`src/design/fwh_pkg.sv`:
```
`timescale 1ns / 1ps

package fwh_pkg;

	localparam int DW     = 32;
	localparam int BWW    = 31;
	localparam int QW     = 6;
	localparam int LW     = BWW + QW;
	localparam int CFG_IW = 2;

	localparam logic [CFG_IW-1:0] REG_ORIGIN       = CFG_IW'(0);
	localparam logic [CFG_IW-1:0] REG_BIN_WIDTH    = CFG_IW'(1);
	localparam logic [CFG_IW-1:0] REG_MISSING_LAST = CFG_IW'(2);

	typedef enum logic [3:0] {
		ST_IDLE,
		ST_CHECK,
		ST_DIV,
		ST_RD,
		ST_UPD,
		ST_RO_START,
		ST_RO_RD,
		ST_RO_EMIT,
		ST_RO_MISS,
		ST_RO_EMPTY
	} state_t;

	typedef struct packed {
		logic load;
		logic classify;
		logic div_step;
		logic mem_rd;
		logic mem_upd;
		logic ro_init;
		logic ro_rd;
		logic ro_next;
		logic emit_bin;
		logic emit_miss;
		logic emit_empty;
		logic clear;
	} fwh_cmd_t;

	typedef struct packed {
		logic missing;
		logic below;
		logic over;
		logic last;
		logic div_last;
		logic any_used;
		logic at_highest;
		logic missing_last;
		logic out_free;
	} fwh_sts_t;

	function automatic logic [DW-1:0] sat_inc(input logic [DW-1:0] v);
		sat_inc = (v == '1) ? v : v + DW'(1);
	endfunction

endpackage

```
`src/design/fwh_if.sv`:
```
`timescale 1ns / 1ps

interface fwh_in_if;
	import fwh_pkg::*;

	logic                 valid;
	logic                 ready;
	logic signed [DW-1:0] sample;
	logic                 is_missing;
	logic                 last;

	modport source (output valid, output sample, output is_missing, output last, input ready);
	modport sink (input valid, input sample, input is_missing, input last, output ready);
endinterface

interface fwh_out_if;
	import fwh_pkg::*;

	logic          valid;
	logic          ready;
	logic          entry_valid;
	logic [QW-1:0] bin_index;
	logic [DW-1:0] bin_count;
	logic          missing_entry;
	logic [DW-1:0] missing_total;
	logic [DW-1:0] dropped_total;
	logic          final_res;

	modport source (
		output valid, output entry_valid, output bin_index, output bin_count,
		output missing_entry, output missing_total, output dropped_total,
		output final_res, input ready
	);
	modport sink (
		input valid, input entry_valid, input bin_index, input bin_count,
		input missing_entry, input missing_total, input dropped_total,
		input final_res, output ready
	);
endinterface

```
`src/design/fwh_ctrl.sv`:
```
`timescale 1ns / 1ps

module fwh_ctrl (
	input  logic              clk,
	input  logic              arst_n,
	input  logic              in_valid,
	output logic              in_ready,
	input  fwh_pkg::fwh_sts_t sts,
	output fwh_pkg::fwh_cmd_t cmd
);
	import fwh_pkg::*;

	state_t state_q;
	state_t state_d;

	always_ff @(posedge clk or negedge arst_n) begin
		if (!arst_n) begin
			state_q <= ST_IDLE;
		end else begin
			state_q <= state_d;
		end
	end

	always_comb begin
		state_d  = state_q;
		cmd      = '0;
		in_ready = 1'b0;
		unique case (state_q)
			ST_IDLE: begin
				in_ready = 1'b1;
				if (in_valid) begin
					cmd.load = 1'b1;
					state_d  = ST_CHECK;
				end
			end
			ST_CHECK: begin
				cmd.classify = 1'b1;
				if (!sts.missing && !sts.below && !sts.over) begin
					state_d = ST_DIV;
				end else if (sts.last) begin
					state_d = ST_RO_START;
				end else begin
					state_d = ST_IDLE;
				end
			end
			ST_DIV: begin
				cmd.div_step = 1'b1;
				if (sts.div_last) begin
					state_d = ST_RD;
				end
			end
			ST_RD: begin
				cmd.mem_rd = 1'b1;
				state_d    = ST_UPD;
			end
			ST_UPD: begin
				cmd.mem_upd = 1'b1;
				state_d     = sts.last ? ST_RO_START : ST_IDLE;
			end
			ST_RO_START: begin
				cmd.ro_init = 1'b1;
				if (sts.any_used) begin
					state_d = ST_RO_RD;
				end else if (sts.missing_last) begin
					state_d = ST_RO_MISS;
				end else begin
					state_d = ST_RO_EMPTY;
				end
			end
			ST_RO_RD: begin
				cmd.ro_rd = 1'b1;
				state_d   = ST_RO_EMIT;
			end
			ST_RO_EMIT: begin
				if (sts.out_free) begin
					cmd.emit_bin = 1'b1;
					if (!sts.at_highest) begin
						cmd.ro_next = 1'b1;
						state_d     = ST_RO_RD;
					end else if (sts.missing_last) begin
						state_d = ST_RO_MISS;
					end else begin
						cmd.clear = 1'b1;
						state_d   = ST_IDLE;
					end
				end
			end
			ST_RO_MISS: begin
				if (sts.out_free) begin
					cmd.emit_miss = 1'b1;
					cmd.clear     = 1'b1;
					state_d       = ST_IDLE;
				end
			end
			ST_RO_EMPTY: begin
				if (sts.out_free) begin
					cmd.emit_empty = 1'b1;
					cmd.clear      = 1'b1;
					state_d        = ST_IDLE;
				end
			end
			default: begin
				state_d = ST_IDLE;
			end
		endcase
	end

endmodule

```
`src/design/fwh_dpath.sv`:
```
`timescale 1ns / 1ps

module fwh_dpath #(
	parameter int NUM_BINS = 32
) (
	input  logic                                 clk,
	input  logic                                 arst_n,
	input  logic                                 cfg_we,
	input  logic [fwh_pkg::CFG_IW-1:0]           cfg_index,
	input  logic [fwh_pkg::DW-1:0]               cfg_data,
	input  logic signed [fwh_pkg::DW-1:0]        in_sample,
	input  logic                                 in_is_missing,
	input  logic                                 in_last,
	input  fwh_pkg::fwh_cmd_t                    cmd,
	output fwh_pkg::fwh_sts_t                    sts,
	input  logic                                 out_ready,
	output logic                                 out_valid,
	output logic                                 out_entry_valid,
	output logic [fwh_pkg::QW-1:0]               out_bin_index,
	output logic [fwh_pkg::DW-1:0]               out_bin_count,
	output logic                                 out_missing_entry,
	output logic [fwh_pkg::DW-1:0]               out_missing_total,
	output logic [fwh_pkg::DW-1:0]               out_dropped_total,
	output logic                                 out_final_res
);
	import fwh_pkg::*;

	localparam int AW = (NUM_BINS > 1) ? $clog2(NUM_BINS) : 1;
	localparam int SW = $clog2(QW);

	// configuration
	logic signed [DW-1:0] origin_q;
	logic [BWW-1:0]       bin_width_q;
	logic                 missing_last_q;

	always_ff @(posedge clk or negedge arst_n) begin
		if (!arst_n) begin
			origin_q       <= '0;
			bin_width_q    <= BWW'(65536);
			missing_last_q <= 1'b0;
		end else if (cfg_we) begin
			unique case (cfg_index)
				REG_ORIGIN:       origin_q       <= cfg_data;
				REG_BIN_WIDTH:    bin_width_q    <= cfg_data[BWW-1:0];
				REG_MISSING_LAST: missing_last_q <= cfg_data[0];
				default: ;
			endcase
		end
	end

	// sample capture
	logic [DW:0]   diff_full;
	logic [DW-1:0] diff_q;
	logic          below_q;
	logic          missing_q;
	logic          last_q;

	assign diff_full = {in_sample[DW-1], in_sample} - {origin_q[DW-1], origin_q};

	always_ff @(posedge clk) begin
		if (cmd.load) begin
			diff_q    <= diff_full[DW-1:0];
			below_q   <= diff_full[DW];
			missing_q <= in_is_missing;
			last_q    <= in_last;
		end
	end

	// range check against the full bin span
	logic [LW-1:0] limit;
	logic          over;

	assign limit = LW'(bin_width_q) * LW'(NUM_BINS);
	assign over  = (bin_width_q == '0) || (LW'(diff_q) >= limit);

	// restoring divider, one quotient bit per step
	logic [DW-1:0] rem_q;
	logic [LW-1:0] dsr_q;
	logic [QW-1:0] quo_q;
	logic [SW-1:0] step_q;
	logic          ge;
	logic [AW-1:0] quo_a;

	assign ge    = LW'(rem_q) >= dsr_q;
	assign quo_a = quo_q[AW-1:0];

	always_ff @(posedge clk) begin
		if (cmd.classify) begin
			rem_q  <= diff_q;
			dsr_q  <= LW'({bin_width_q, (QW-1)'(0)});
			quo_q  <= '0;
			step_q <= SW'(QW - 1);
		end else if (cmd.div_step) begin
			if (ge) begin
				rem_q <= rem_q - dsr_q[DW-1:0];
			end
			dsr_q  <= dsr_q >> 1;
			quo_q  <= {quo_q[QW-2:0], ge};
			step_q <= step_q - SW'(1);
		end
	end

	// counters and bin bookkeeping
	logic [DW-1:0]       missing_cnt_q;
	logic [DW-1:0]       dropped_cnt_q;
	logic [AW-1:0]       highest_q;
	logic                any_used_q;
	logic [NUM_BINS-1:0] bin_vld_q;
	logic [AW-1:0]       ridx_q;

	always_ff @(posedge clk or negedge arst_n) begin
		if (!arst_n) begin
			missing_cnt_q <= '0;
			dropped_cnt_q <= '0;
			highest_q     <= '0;
			any_used_q    <= 1'b0;
			bin_vld_q     <= '0;
		end else if (cmd.clear) begin
			missing_cnt_q <= '0;
			dropped_cnt_q <= '0;
			highest_q     <= '0;
			any_used_q    <= 1'b0;
			bin_vld_q     <= '0;
		end else begin
			if (cmd.classify) begin
				if (missing_q) begin
					missing_cnt_q <= sat_inc(missing_cnt_q);
				end else if (!below_q && over) begin
					dropped_cnt_q <= sat_inc(dropped_cnt_q);
				end
			end
			if (cmd.mem_upd) begin
				bin_vld_q[quo_a] <= 1'b1;
				any_used_q       <= 1'b1;
				if (!any_used_q || (quo_a > highest_q)) begin
					highest_q <= quo_a;
				end
			end
		end
	end

	always_ff @(posedge clk) begin
		if (cmd.ro_init) begin
			ridx_q <= '0;
		end else if (cmd.ro_next) begin
			ridx_q <= ridx_q + AW'(1);
		end
	end

	// bin store, single read port
	logic [DW-1:0] bin_mem [NUM_BINS];
	logic [DW-1:0] rdata_q;
	logic [AW-1:0] rd_addr;
	logic [DW-1:0] cur_cnt;
	logic [DW-1:0] ro_cnt;

	assign rd_addr = cmd.ro_rd ? ridx_q : quo_a;
	assign cur_cnt = bin_vld_q[quo_a] ? rdata_q : '0;
	assign ro_cnt  = bin_vld_q[ridx_q] ? rdata_q : '0;

	always_ff @(posedge clk) begin
		if (cmd.mem_rd || cmd.ro_rd) begin
			rdata_q <= bin_mem[rd_addr];
		end
		if (cmd.mem_upd) begin
			bin_mem[quo_a] <= sat_inc(cur_cnt);
		end
	end

	// output register
	logic out_vld_q;
	logic emit;

	assign emit = cmd.emit_bin || cmd.emit_miss || cmd.emit_empty;

	always_ff @(posedge clk or negedge arst_n) begin
		if (!arst_n) begin
			out_vld_q <= 1'b0;
		end else if (emit) begin
			out_vld_q <= 1'b1;
		end else if (out_ready) begin
			out_vld_q <= 1'b0;
		end
	end

	always_ff @(posedge clk) begin
		if (emit) begin
			out_missing_total <= missing_cnt_q;
			out_dropped_total <= dropped_cnt_q;
			priority if (cmd.emit_bin) begin
				out_entry_valid   <= 1'b1;
				out_bin_index     <= QW'(ridx_q);
				out_bin_count     <= ro_cnt;
				out_missing_entry <= 1'b0;
				out_final_res     <= (ridx_q == highest_q) && !missing_last_q;
			end else if (cmd.emit_miss) begin
				out_entry_valid   <= 1'b1;
				out_bin_index     <= any_used_q ? QW'(highest_q) + QW'(1) : '0;
				out_bin_count     <= missing_cnt_q;
				out_missing_entry <= 1'b1;
				out_final_res     <= 1'b1;
			end else begin
				out_entry_valid   <= 1'b0;
				out_bin_index     <= '0;
				out_bin_count     <= '0;
				out_missing_entry <= 1'b0;
				out_final_res     <= 1'b1;
			end
		end
	end

	assign out_valid = out_vld_q;

	assign sts.missing      = missing_q;
	assign sts.below        = below_q;
	assign sts.over         = over;
	assign sts.last         = last_q;
	assign sts.div_last     = (step_q == '0);
	assign sts.any_used     = any_used_q;
	assign sts.at_highest   = (ridx_q == highest_q);
	assign sts.missing_last = missing_last_q;
	assign sts.out_free     = !out_vld_q || out_ready;

endmodule

```
`src/design/fixed_width_histogram.sv`:
```
`timescale 1ns / 1ps

// channel   dir   payload                                         transfer
// samples   in    sample, is_missing, last                        valid & ready
// results   out   entry_valid, bin_index, bin_count,              valid & ready
//                 missing_entry, missing_total, dropped_total, final_res
//
// a missing, ignored or out-of-range sample ends after the range check; a
// binned sample takes the range check, six restoring divide steps, then bin
// read and write on the single-port bin store. a last sample adds a readout:
// a start step, a read and an emit per reported bin, then the missing entry.
// arst_n clears control, counters and bin valid bits; configuration resets too.
// samples are taken while a finished result still waits in the output register.

module fixed_width_histogram #(
	parameter int NUM_BINS = 32
) (
	input  logic                        clk,
	input  logic                        arst_n,
	input  logic                        cfg_we,
	input  logic [fwh_pkg::CFG_IW-1:0]  cfg_index,
	input  logic [fwh_pkg::DW-1:0]      cfg_data,
	fwh_in_if.sink                      samples,
	fwh_out_if.source                   results
);
	import fwh_pkg::*;

	fwh_cmd_t cmd;
	fwh_sts_t sts;

	fwh_ctrl u_ctrl (
		.clk      (clk),
		.arst_n   (arst_n),
		.in_valid (samples.valid),
		.in_ready (samples.ready),
		.sts      (sts),
		.cmd      (cmd)
	);

	fwh_dpath #(
		.NUM_BINS (NUM_BINS)
	) u_dpath (
		.clk               (clk),
		.arst_n            (arst_n),
		.cfg_we            (cfg_we),
		.cfg_index         (cfg_index),
		.cfg_data          (cfg_data),
		.in_sample         (samples.sample),
		.in_is_missing     (samples.is_missing),
		.in_last           (samples.last),
		.cmd               (cmd),
		.sts               (sts),
		.out_ready         (results.ready),
		.out_valid         (results.valid),
		.out_entry_valid   (results.entry_valid),
		.out_bin_index     (results.bin_index),
		.out_bin_count     (results.bin_count),
		.out_missing_entry (results.missing_entry),
		.out_missing_total (results.missing_total),
		.out_dropped_total (results.dropped_total),
		.out_final_res     (results.final_res)
	);

endmodule

```
`src/flat_wrapper.sv`:
```
// flat-port wrapper written by rule: the top's interface ports become plain ports
module fixed_width_histogram_flat import fwh_pkg::*;
#(
	parameter int NUM_BINS = 32
)
  (clk, arst_n, cfg_we, cfg_index, cfg_data, samples_valid, samples_sample, samples_is_missing, samples_last, samples_ready, results_valid, results_entry_valid, results_bin_index, results_bin_count, results_missing_entry, results_missing_total, results_dropped_total, results_final_res, results_ready);
  fwh_in_if samples_i ();
  fwh_out_if results_i ();
  input  logic clk;
  input  logic arst_n;
  input  logic cfg_we;
  input  logic [fwh_pkg::CFG_IW-1:0] cfg_index;
  input  logic [fwh_pkg::DW-1:0] cfg_data;
  input wire logic [$bits(samples_i.valid)-1:0] samples_valid;
  input wire logic [$bits(samples_i.sample)-1:0] samples_sample;
  input wire logic [$bits(samples_i.is_missing)-1:0] samples_is_missing;
  input wire logic [$bits(samples_i.last)-1:0] samples_last;
  output wire logic [$bits(samples_i.ready)-1:0] samples_ready;
  output wire logic [$bits(results_i.valid)-1:0] results_valid;
  output wire logic [$bits(results_i.entry_valid)-1:0] results_entry_valid;
  output wire logic [$bits(results_i.bin_index)-1:0] results_bin_index;
  output wire logic [$bits(results_i.bin_count)-1:0] results_bin_count;
  output wire logic [$bits(results_i.missing_entry)-1:0] results_missing_entry;
  output wire logic [$bits(results_i.missing_total)-1:0] results_missing_total;
  output wire logic [$bits(results_i.dropped_total)-1:0] results_dropped_total;
  output wire logic [$bits(results_i.final_res)-1:0] results_final_res;
  input wire logic [$bits(results_i.ready)-1:0] results_ready;
  assign samples_i.valid = samples_valid;
  assign samples_i.sample = samples_sample;
  assign samples_i.is_missing = samples_is_missing;
  assign samples_i.last = samples_last;
  assign samples_ready = samples_i.ready;
  assign results_valid = results_i.valid;
  assign results_entry_valid = results_i.entry_valid;
  assign results_bin_index = results_i.bin_index;
  assign results_bin_count = results_i.bin_count;
  assign results_missing_entry = results_i.missing_entry;
  assign results_missing_total = results_i.missing_total;
  assign results_dropped_total = results_i.dropped_total;
  assign results_final_res = results_i.final_res;
  assign results_i.ready = results_ready;
  fixed_width_histogram #(.NUM_BINS(NUM_BINS)) u_core (.clk(clk), .arst_n(arst_n), .cfg_we(cfg_we), .cfg_index(cfg_index), .cfg_data(cfg_data), .samples(samples_i), .results(results_i));
endmodule
```
`config.mk`:
```
export PLATFORM = sky130hd
export DESIGN_NAME = fixed_width_histogram_flat
export DESIGN_NICKNAME = d
export VERILOG_FILES = /design/src/design/fwh_pkg.sv /design/src/design/fwh_if.sv /design/src/design/fwh_ctrl.sv /design/src/design/fwh_dpath.sv /design/src/design/fixed_width_histogram.sv /design/src/flat_wrapper.sv
export SDC_FILE = /design/constraint.sdc
export NUM_CORES = 2
export LEC_CHECK = 0
export BUFFER_PORTS_ARGS = -buffer_cell sky130_fd_sc_hd__buf_2
export CAP_MARGIN = 25
export CELL_PAD_IN_SITES_DETAIL_PLACEMENT = 1
export CELL_PAD_IN_SITES_GLOBAL_PLACEMENT = 1
export CORE_AREA = 2 2 331 333
export CTS_CLUSTER_DIAMETER = 120
export DETAILED_ROUTE_END_ITERATION = 6
export DIE_AREA = 0 0 333 335
export PLACE_DENSITY = 0.88
export SYNTH_ARGS = -nofsm -noshare
export SYNTH_HDL_FRONTEND = slang
export SYNTH_SLANG_ARGS = --single-unit
```
`constraint.sdc`:
```
create_clock -name clk -period 10.4 [get_ports clk]
set_input_delay 0.52 -clock clk [delete_from_list [all_inputs] [get_ports clk]]
set_output_delay 0.52 -clock clk [all_outputs]
set_load 0.02 [all_outputs]
```
[Word-level counts from Yosys, hierarchy flattened]
Memories as Yosys holds them, arrays and structs flattened. A register that Yosys moved wholly into a read port is not among the register bits.
Index checks and enable logic that the tools add are counted.
Cells by class
  $add $sub $neg: 8
  magnitude comparators: 6
  equality and inequality tests: 22
  multiplexer cells: 72
  bitwise logic cells: 3
  reduce and logical (&&, ||, !) cells: 39
Operators with widths (count)
  $mux W32: 19
  $add A32 B1 Y32 const B: 3
  $eq A32 B32 Y1 const B: 3
  $ge A32 B36 Y1: 2
  $mux W36: 2
  $pmux W4 S9: 1
  $mux W5: 7
  $sub A32 B32 Y33: 1
  $mux W4: 8
  $or A32 B32 Y32: 1
  $sub A32 B32 Y32: 1
  $logic_not A31 Y1: 1
  $mux W1: 27
  $eq A4 B3 Y1 const B: 4
  $reduce_bool A2 Y1: 8
  $lt A5 B6 Y1 const B: 2
  $ne A2 B1 Y1 const B: 6
  $bmux W1 S5: 2
  $reduce_and A2 Y1: 5
  $eq A4 B2 Y1 const B: 2
  $eq A4 B4 Y1 const B: 2
  $reduce_and A4 Y1: 2
  $add A5 B1 Y6 const B: 1
  $logic_not A1 Y1: 6
  other kinds (22): 34
Storage, ports and cells
  register bits after elaboration: 392
  RAM bits: 1024
  bits of input ports: 73
  output and inout port bits: 107
  word-level logic and storage cells: 179
  memories kept: 1
Memories
  u_core.u_dpath.bin_mem: depth 32, width 32, read ports 1, clocked after memory_dff 1, write ports 1, line fwh_dpath.sv:151  | logic [DW-1:0] bin_mem [NUM_BINS];

[Depth between registers and ports, before layout]
  word-level depth: 7
  depth in mapped cells: 18
  depth with buffers taken out: 14

[Modules after synthesis]
Synthesis repeated with hierarchy kept, for this count alone.
Second synthesis, totals
  cells, all modules: 4014
  area, all modules: 61465.2 um^2
Modules (own cells, without submodules)
  fwh_dpath: times used 1, cells each 3950, area an instance 61004.8 um^2, seq. area each 42346.9 um^2
  fwh_ctrl: times used 1, cells each 64, area an instance 460.4 um^2, seq. area each 100.1 um^2

[Worst setup path before layout]
No wires, ideal clock.
  path type: reg-to-reg
  start point: register u_core.u_dpath.quo_q[1]
  end point: memory u_core.u_dpath.bin_mem[0][7], data pin
  library setup time: 0.377 ns
  arrival: 4.256 ns
  required time: 10.023 ns
  slack: 5.767 ns
  stages on the path, launching flop included: 18
  path buffers: 4
  period minus slack after synthesis: 4.633 ns
  cells stage by stage: dfxtp_1 > buf_2 > buf_2 > mux2i_1 > o221ai_1 > a221oi_1 > a31o_2 > inv_1 > and2_1 > ha_1 > and2_1 > nand2_1 > or4_1 > buf_2 > or3b_2 > buf_2 > or3_1 > a21oi_1
Between the ends
  longest elaborated chain between the ends: 5
  elaborated cells on any way between the ends: 6
  classes of those cells: add/sub (1); eq/ne (1); mux (4)
RTL lines
  start: declaration: line fwh_dpath.sv:79  | logic [QW-1:0] quo_q;
  start signal: assignment: line fwh_dpath.sv:98  | quo_q <= {quo_q[QW-2:0], ge};
  $bmux W1 S5 *: line fwh_dpath.sv:158  | assign cur_cnt = bin_vld_q[quo_a] ? rdata_q : '0;
  $mux W1 (not written as such) *: line fwh_dpath.sv:158
  $mux W32 *: line fwh_dpath.sv:158
  $add A32 B1 Y32 or $eq A32 B32 Y1 (tied branches): line fwh_pkg.sv:56  | sat_inc = (v == '1) ? v : v + DW'(1);
  $mux W32 *: line fwh_pkg.sv:56
  end: declaration: line fwh_dpath.sv:151
Every way passes the cells marked *; elsewhere a longest branch is shown, timed or not. The select of a mux whose other input is x is not followed.

[Final worst setup path]
  start point: register u_core.u_dpath.quo_q[2]
  end point: memory u_core.u_dpath.bin_mem[25][30], data pin
Same word-level chain as after synthesis.

==> impl_metrics.env <==
export IMPL_io_pins=180
export IMPL_endpoint="u_core.u_dpath.bin_mem[25][30]"
export IMPL_ir_drop_uv=183
export IMPL_fmax_mhz=162
export IMPL_grt_pass1_wl_mm=295
export IMPL_fin_crit_ns=6.18
export IMPL_grt_util_all_layers_pct=36.4
export IMPL_die_w_um=333
export IMPL_core_area_mm2=0.108
export IMPL_rrSetupSlack_ns=4.22
export IMPL_layout_common_cells="1259 x edfxtp_1, 485 x nand2_1, 266 x mux4_2"
export IMPL_crit_type="register to register"
export IMPL_worstPathArrival_ns=6.81
export IMPL_grt_pass1_vias=42549
export IMPL_p_per_area_mw_per_mm2=275
export IMPL_rr_startpoint="u_core.u_dpath.quo_q[2]"
export IMPL_cts_buffers=146
export IMPL_p_leak_nw=24.3
export IMPL_grt_max_degree=162
export IMPL_dr_total_vias=41313
export IMPL_gp_congestion=0.865
export IMPL_post_route_period_util_pct=59.4
export IMPL_ys_flop_type="edfxtp_1"
export IMPL_via_per_inst=7.16
export IMPL_synth_nets=4137
export IMPL_grt_antenna_before_repair=6
export IMPL_maxSlewViolCount=0
export IMPL_total_power_w=0.0191
export IMPL_wl_per_cell_um=37.1
export IMPL_drt_first_iter_violations=6421
export IMPL_skew_ns=0.0517
export IMPL_startpoint="u_core.u_dpath.quo_q[2]"
export IMPL_cts_sinks=1448
export IMPL_crit_required_ns=11.03
export IMPL_hp_class="input port to register"
export IMPL_rr_worst_depth=15
export IMPL_antenna_left=0
export IMPL_detailed_place_hpwl_mm=106
export IMPL_synth_area_mux_share_pct=10.9
export IMPL_tightest_slew_ns=1.14
export IMPL_clk_latency_ns=0.81
export IMPL_io_buffers=179
export IMPL_dpl_cell_area_mm2=0.0642
export IMPL_worstSetupEndpointType="register"
export IMPL_cts_resized=0
export IMPL_largest_reg_flops=1024
export IMPL_r2r_end="u_core.u_dpath.bin_mem[25][30]"
export IMPL_clk_path_buf_depth=3
export IMPL_seq_area_frac_synth_pct=69.5
export IMPL_routed_wl_mm=214
export IMPL_yosys_register_bits=1448
export IMPL_grt_overflow=0
export IMPL_final_nets=4416
export IMPL_rsz0062_at_grt="no"
export IMPL_ys_types=77
export IMPL_synth_edff_count=1259
export IMPL_synth_xor_area_share_pct=1.71
export IMPL_start_util_pct=56.5
export IMPL_drv_cap=0
export IMPL_cts_tree="built"
export IMPL_finalHoldViolCount=0
export IMPL_design_area_mm2=0.0695
export IMPL_crit_path_start_kind="register"
export IMPL_fp_dieH_um=335
export IMPL_final_common_cell="edfxtp_1"
export IMPL_synthSimpleGateAreaFrac_pct=8.63
export IMPL_synthArstFlopShare_pct=11.8
export IMPL_synth_top_family_by_area="multiplexers"
export IMPL_cts_max_level=4
export IMPL_row_count=121
export IMPL_regMostFlops="u_core.u_dpath.bin_mem"
export IMPL_status="completed"
export IMPL_syn_to_final_growth_pct=13.8
export IMPL_drive_gt1_share_pct=20.3
export IMPL_synth_area_mm2=0.0610
export IMPL_synthAdderAreaFrac_pct=2.18
export IMPL_synth_avg_cell_area_um2=15.4
export IMPL_finalSetupViolCount=0
export IMPL_yosys_warnings=0
export IMPL_reg_top3="u_core.u_dpath.bin_mem x1024, u_core.u_dpath.dsr_q x36"
export IMPL_fin_setup_tns_ns=0
export IMPL_crit_path_max_fanout=31
export IMPL_synth_compound_area_share_pct=5.01
export IMPL_cts_root_buf="clkbuf_16"
export IMPL_syn_inst=3959
export IMPL_cts_clk_slew_worst_paths_ns=0.07
export IMPL_maxSlewHeadroom_pct=24.1
export IMPL_drt_pre_antenna_iters=7
export IMPL_utilization_pct=64.3
export IMPL_drc=0
export IMPL_dieArea_mm2=0.112
## repair_timing
item,in CTS,in global routing
hold buffers,28,0
buffers inserted,0,0
hold endpoints to repair,90,0
## power breakdown
group | internal [W] | switching (W)
clock | 0.00295 | 0.00246
combinational | 0.00187 | 0.00346
sequential | 0.00780 | 0.000548
total | 0.0126 | 0.00647
## worst max-delay path, cell delays in order (launching register included)
cell and delay (ns):
dfxtp_1 0.85, nand2_1 0.22, o221ai_1 0.35, o21ai_0 0.25, a31o_2 0.41, buf_12 0.21
inv_1 0.14, and2_1 0.22, ha_1 0.21, and2_1 0.30, nand2_1 0.19, or4_1 0.65
nand3b_1 0.75, o21ai_0 0.34, a21oi_2 0.62, buf_8 0.25
## synth_stat cells, drive strengths merged (14+ instances only)
cell type,n,area (µm²)
a21o,32,240
a21oi,96,484
a22o,35,307
a31oi,16,115
and3,23,144
and4,16,140
buf,48,226
clkbuf,134,503
dfrtp,170,4250
dfxtp,18,360
edfxtp,1259,37800
ha,103,1290
inv,130,488
mux2,34,383
mux2i,31,310
mux4,266,5990
nand2,486,1820
nand2b,31,194
nand3,221,1110
nand4,30,188
nor2,250,941
nor2b,16,100
nor3,24,120
nor4,14,87.6
o21a,16,120
o21ai,147,739
o22ai,32,200
or3,14,87.6
xnor2,60,526
xor2,59,517
## cell type report
type | instances | area (µm²)
Clock inverter | 75 | 666
Sequential cell | 1448 | 42400
Multi-Input combinational cell | 2199 | 17800
Clock buffer | 190 | 4000
Antenna cell | 5 | 12.5
Fill cell | 9526 | 38600
Inverter | 130 | 488
Tap cell | 1414 | 1770
Timing Repair Buffer | 313 | 2280
## through the flow
step	worst slack (ns)	cells	hold WS, ns
global route	4.30	5769	0.0221
floorplan	5.77	3959	0.224
finish	4.22	5774	0.0159
global placement	4.85	5454	0.435
CTS	3.78	5752	0.00356
detailed placement	4.30	5459	0.459
## how the worst min path moves through the flow
stage / from / endpoint / slack, ns / cells past startpoint
5_1_grt: cfg_data[0] / u_core.u_dpath.bin_width_q[0] / 0.02 / 2
6_report: cfg_data[0] / u_core.u_dpath.bin_width_q[0] / 0.02 / 2
2_1_floorplan: arst_n / u_core.u_ctrl.state_q[0] / 0.22 / 0
3_3_place_gp: u_core.u_dpath.dropped_cnt_q[28] / u_core.u_dpath.out_dropped_total[28] / 0.43 / 0
4_1_cts: cfg_data[0] / u_core.u_dpath.missing_last_q / 0.004 / 2
3_5_place_dp: u_core.u_dpath.dropped_cnt_q[28] / u_core.u_dpath.out_dropped_total[28] / 0.46 / 0
## cells by family after synthesis
| logic type | after synthesis |
|---|---|
| flip-flops | 1448 |
| AO/OA/AOI/OAI | 474 |
| multiplexers | 331 |
| AND/OR/NAND/NOR | 1170 |
| XOR/XNOR | 119 |
| adder cells (fa/ha/maj) | 105 |
| buffers and inverters | 312 |
## layer usage
metal / routed length, µm / vias to the layer above / track usage (%)
met4: 16400 / 6 / 21.0
li1: - / 15722 / -
met2: 102000 / 3742 / 58.8
met1: 70800 / 20778 / 45.5
met3: 25200 / 1065 / 8.65
met5: 43 / - / 0
Power figures use the tool's default switching activity.
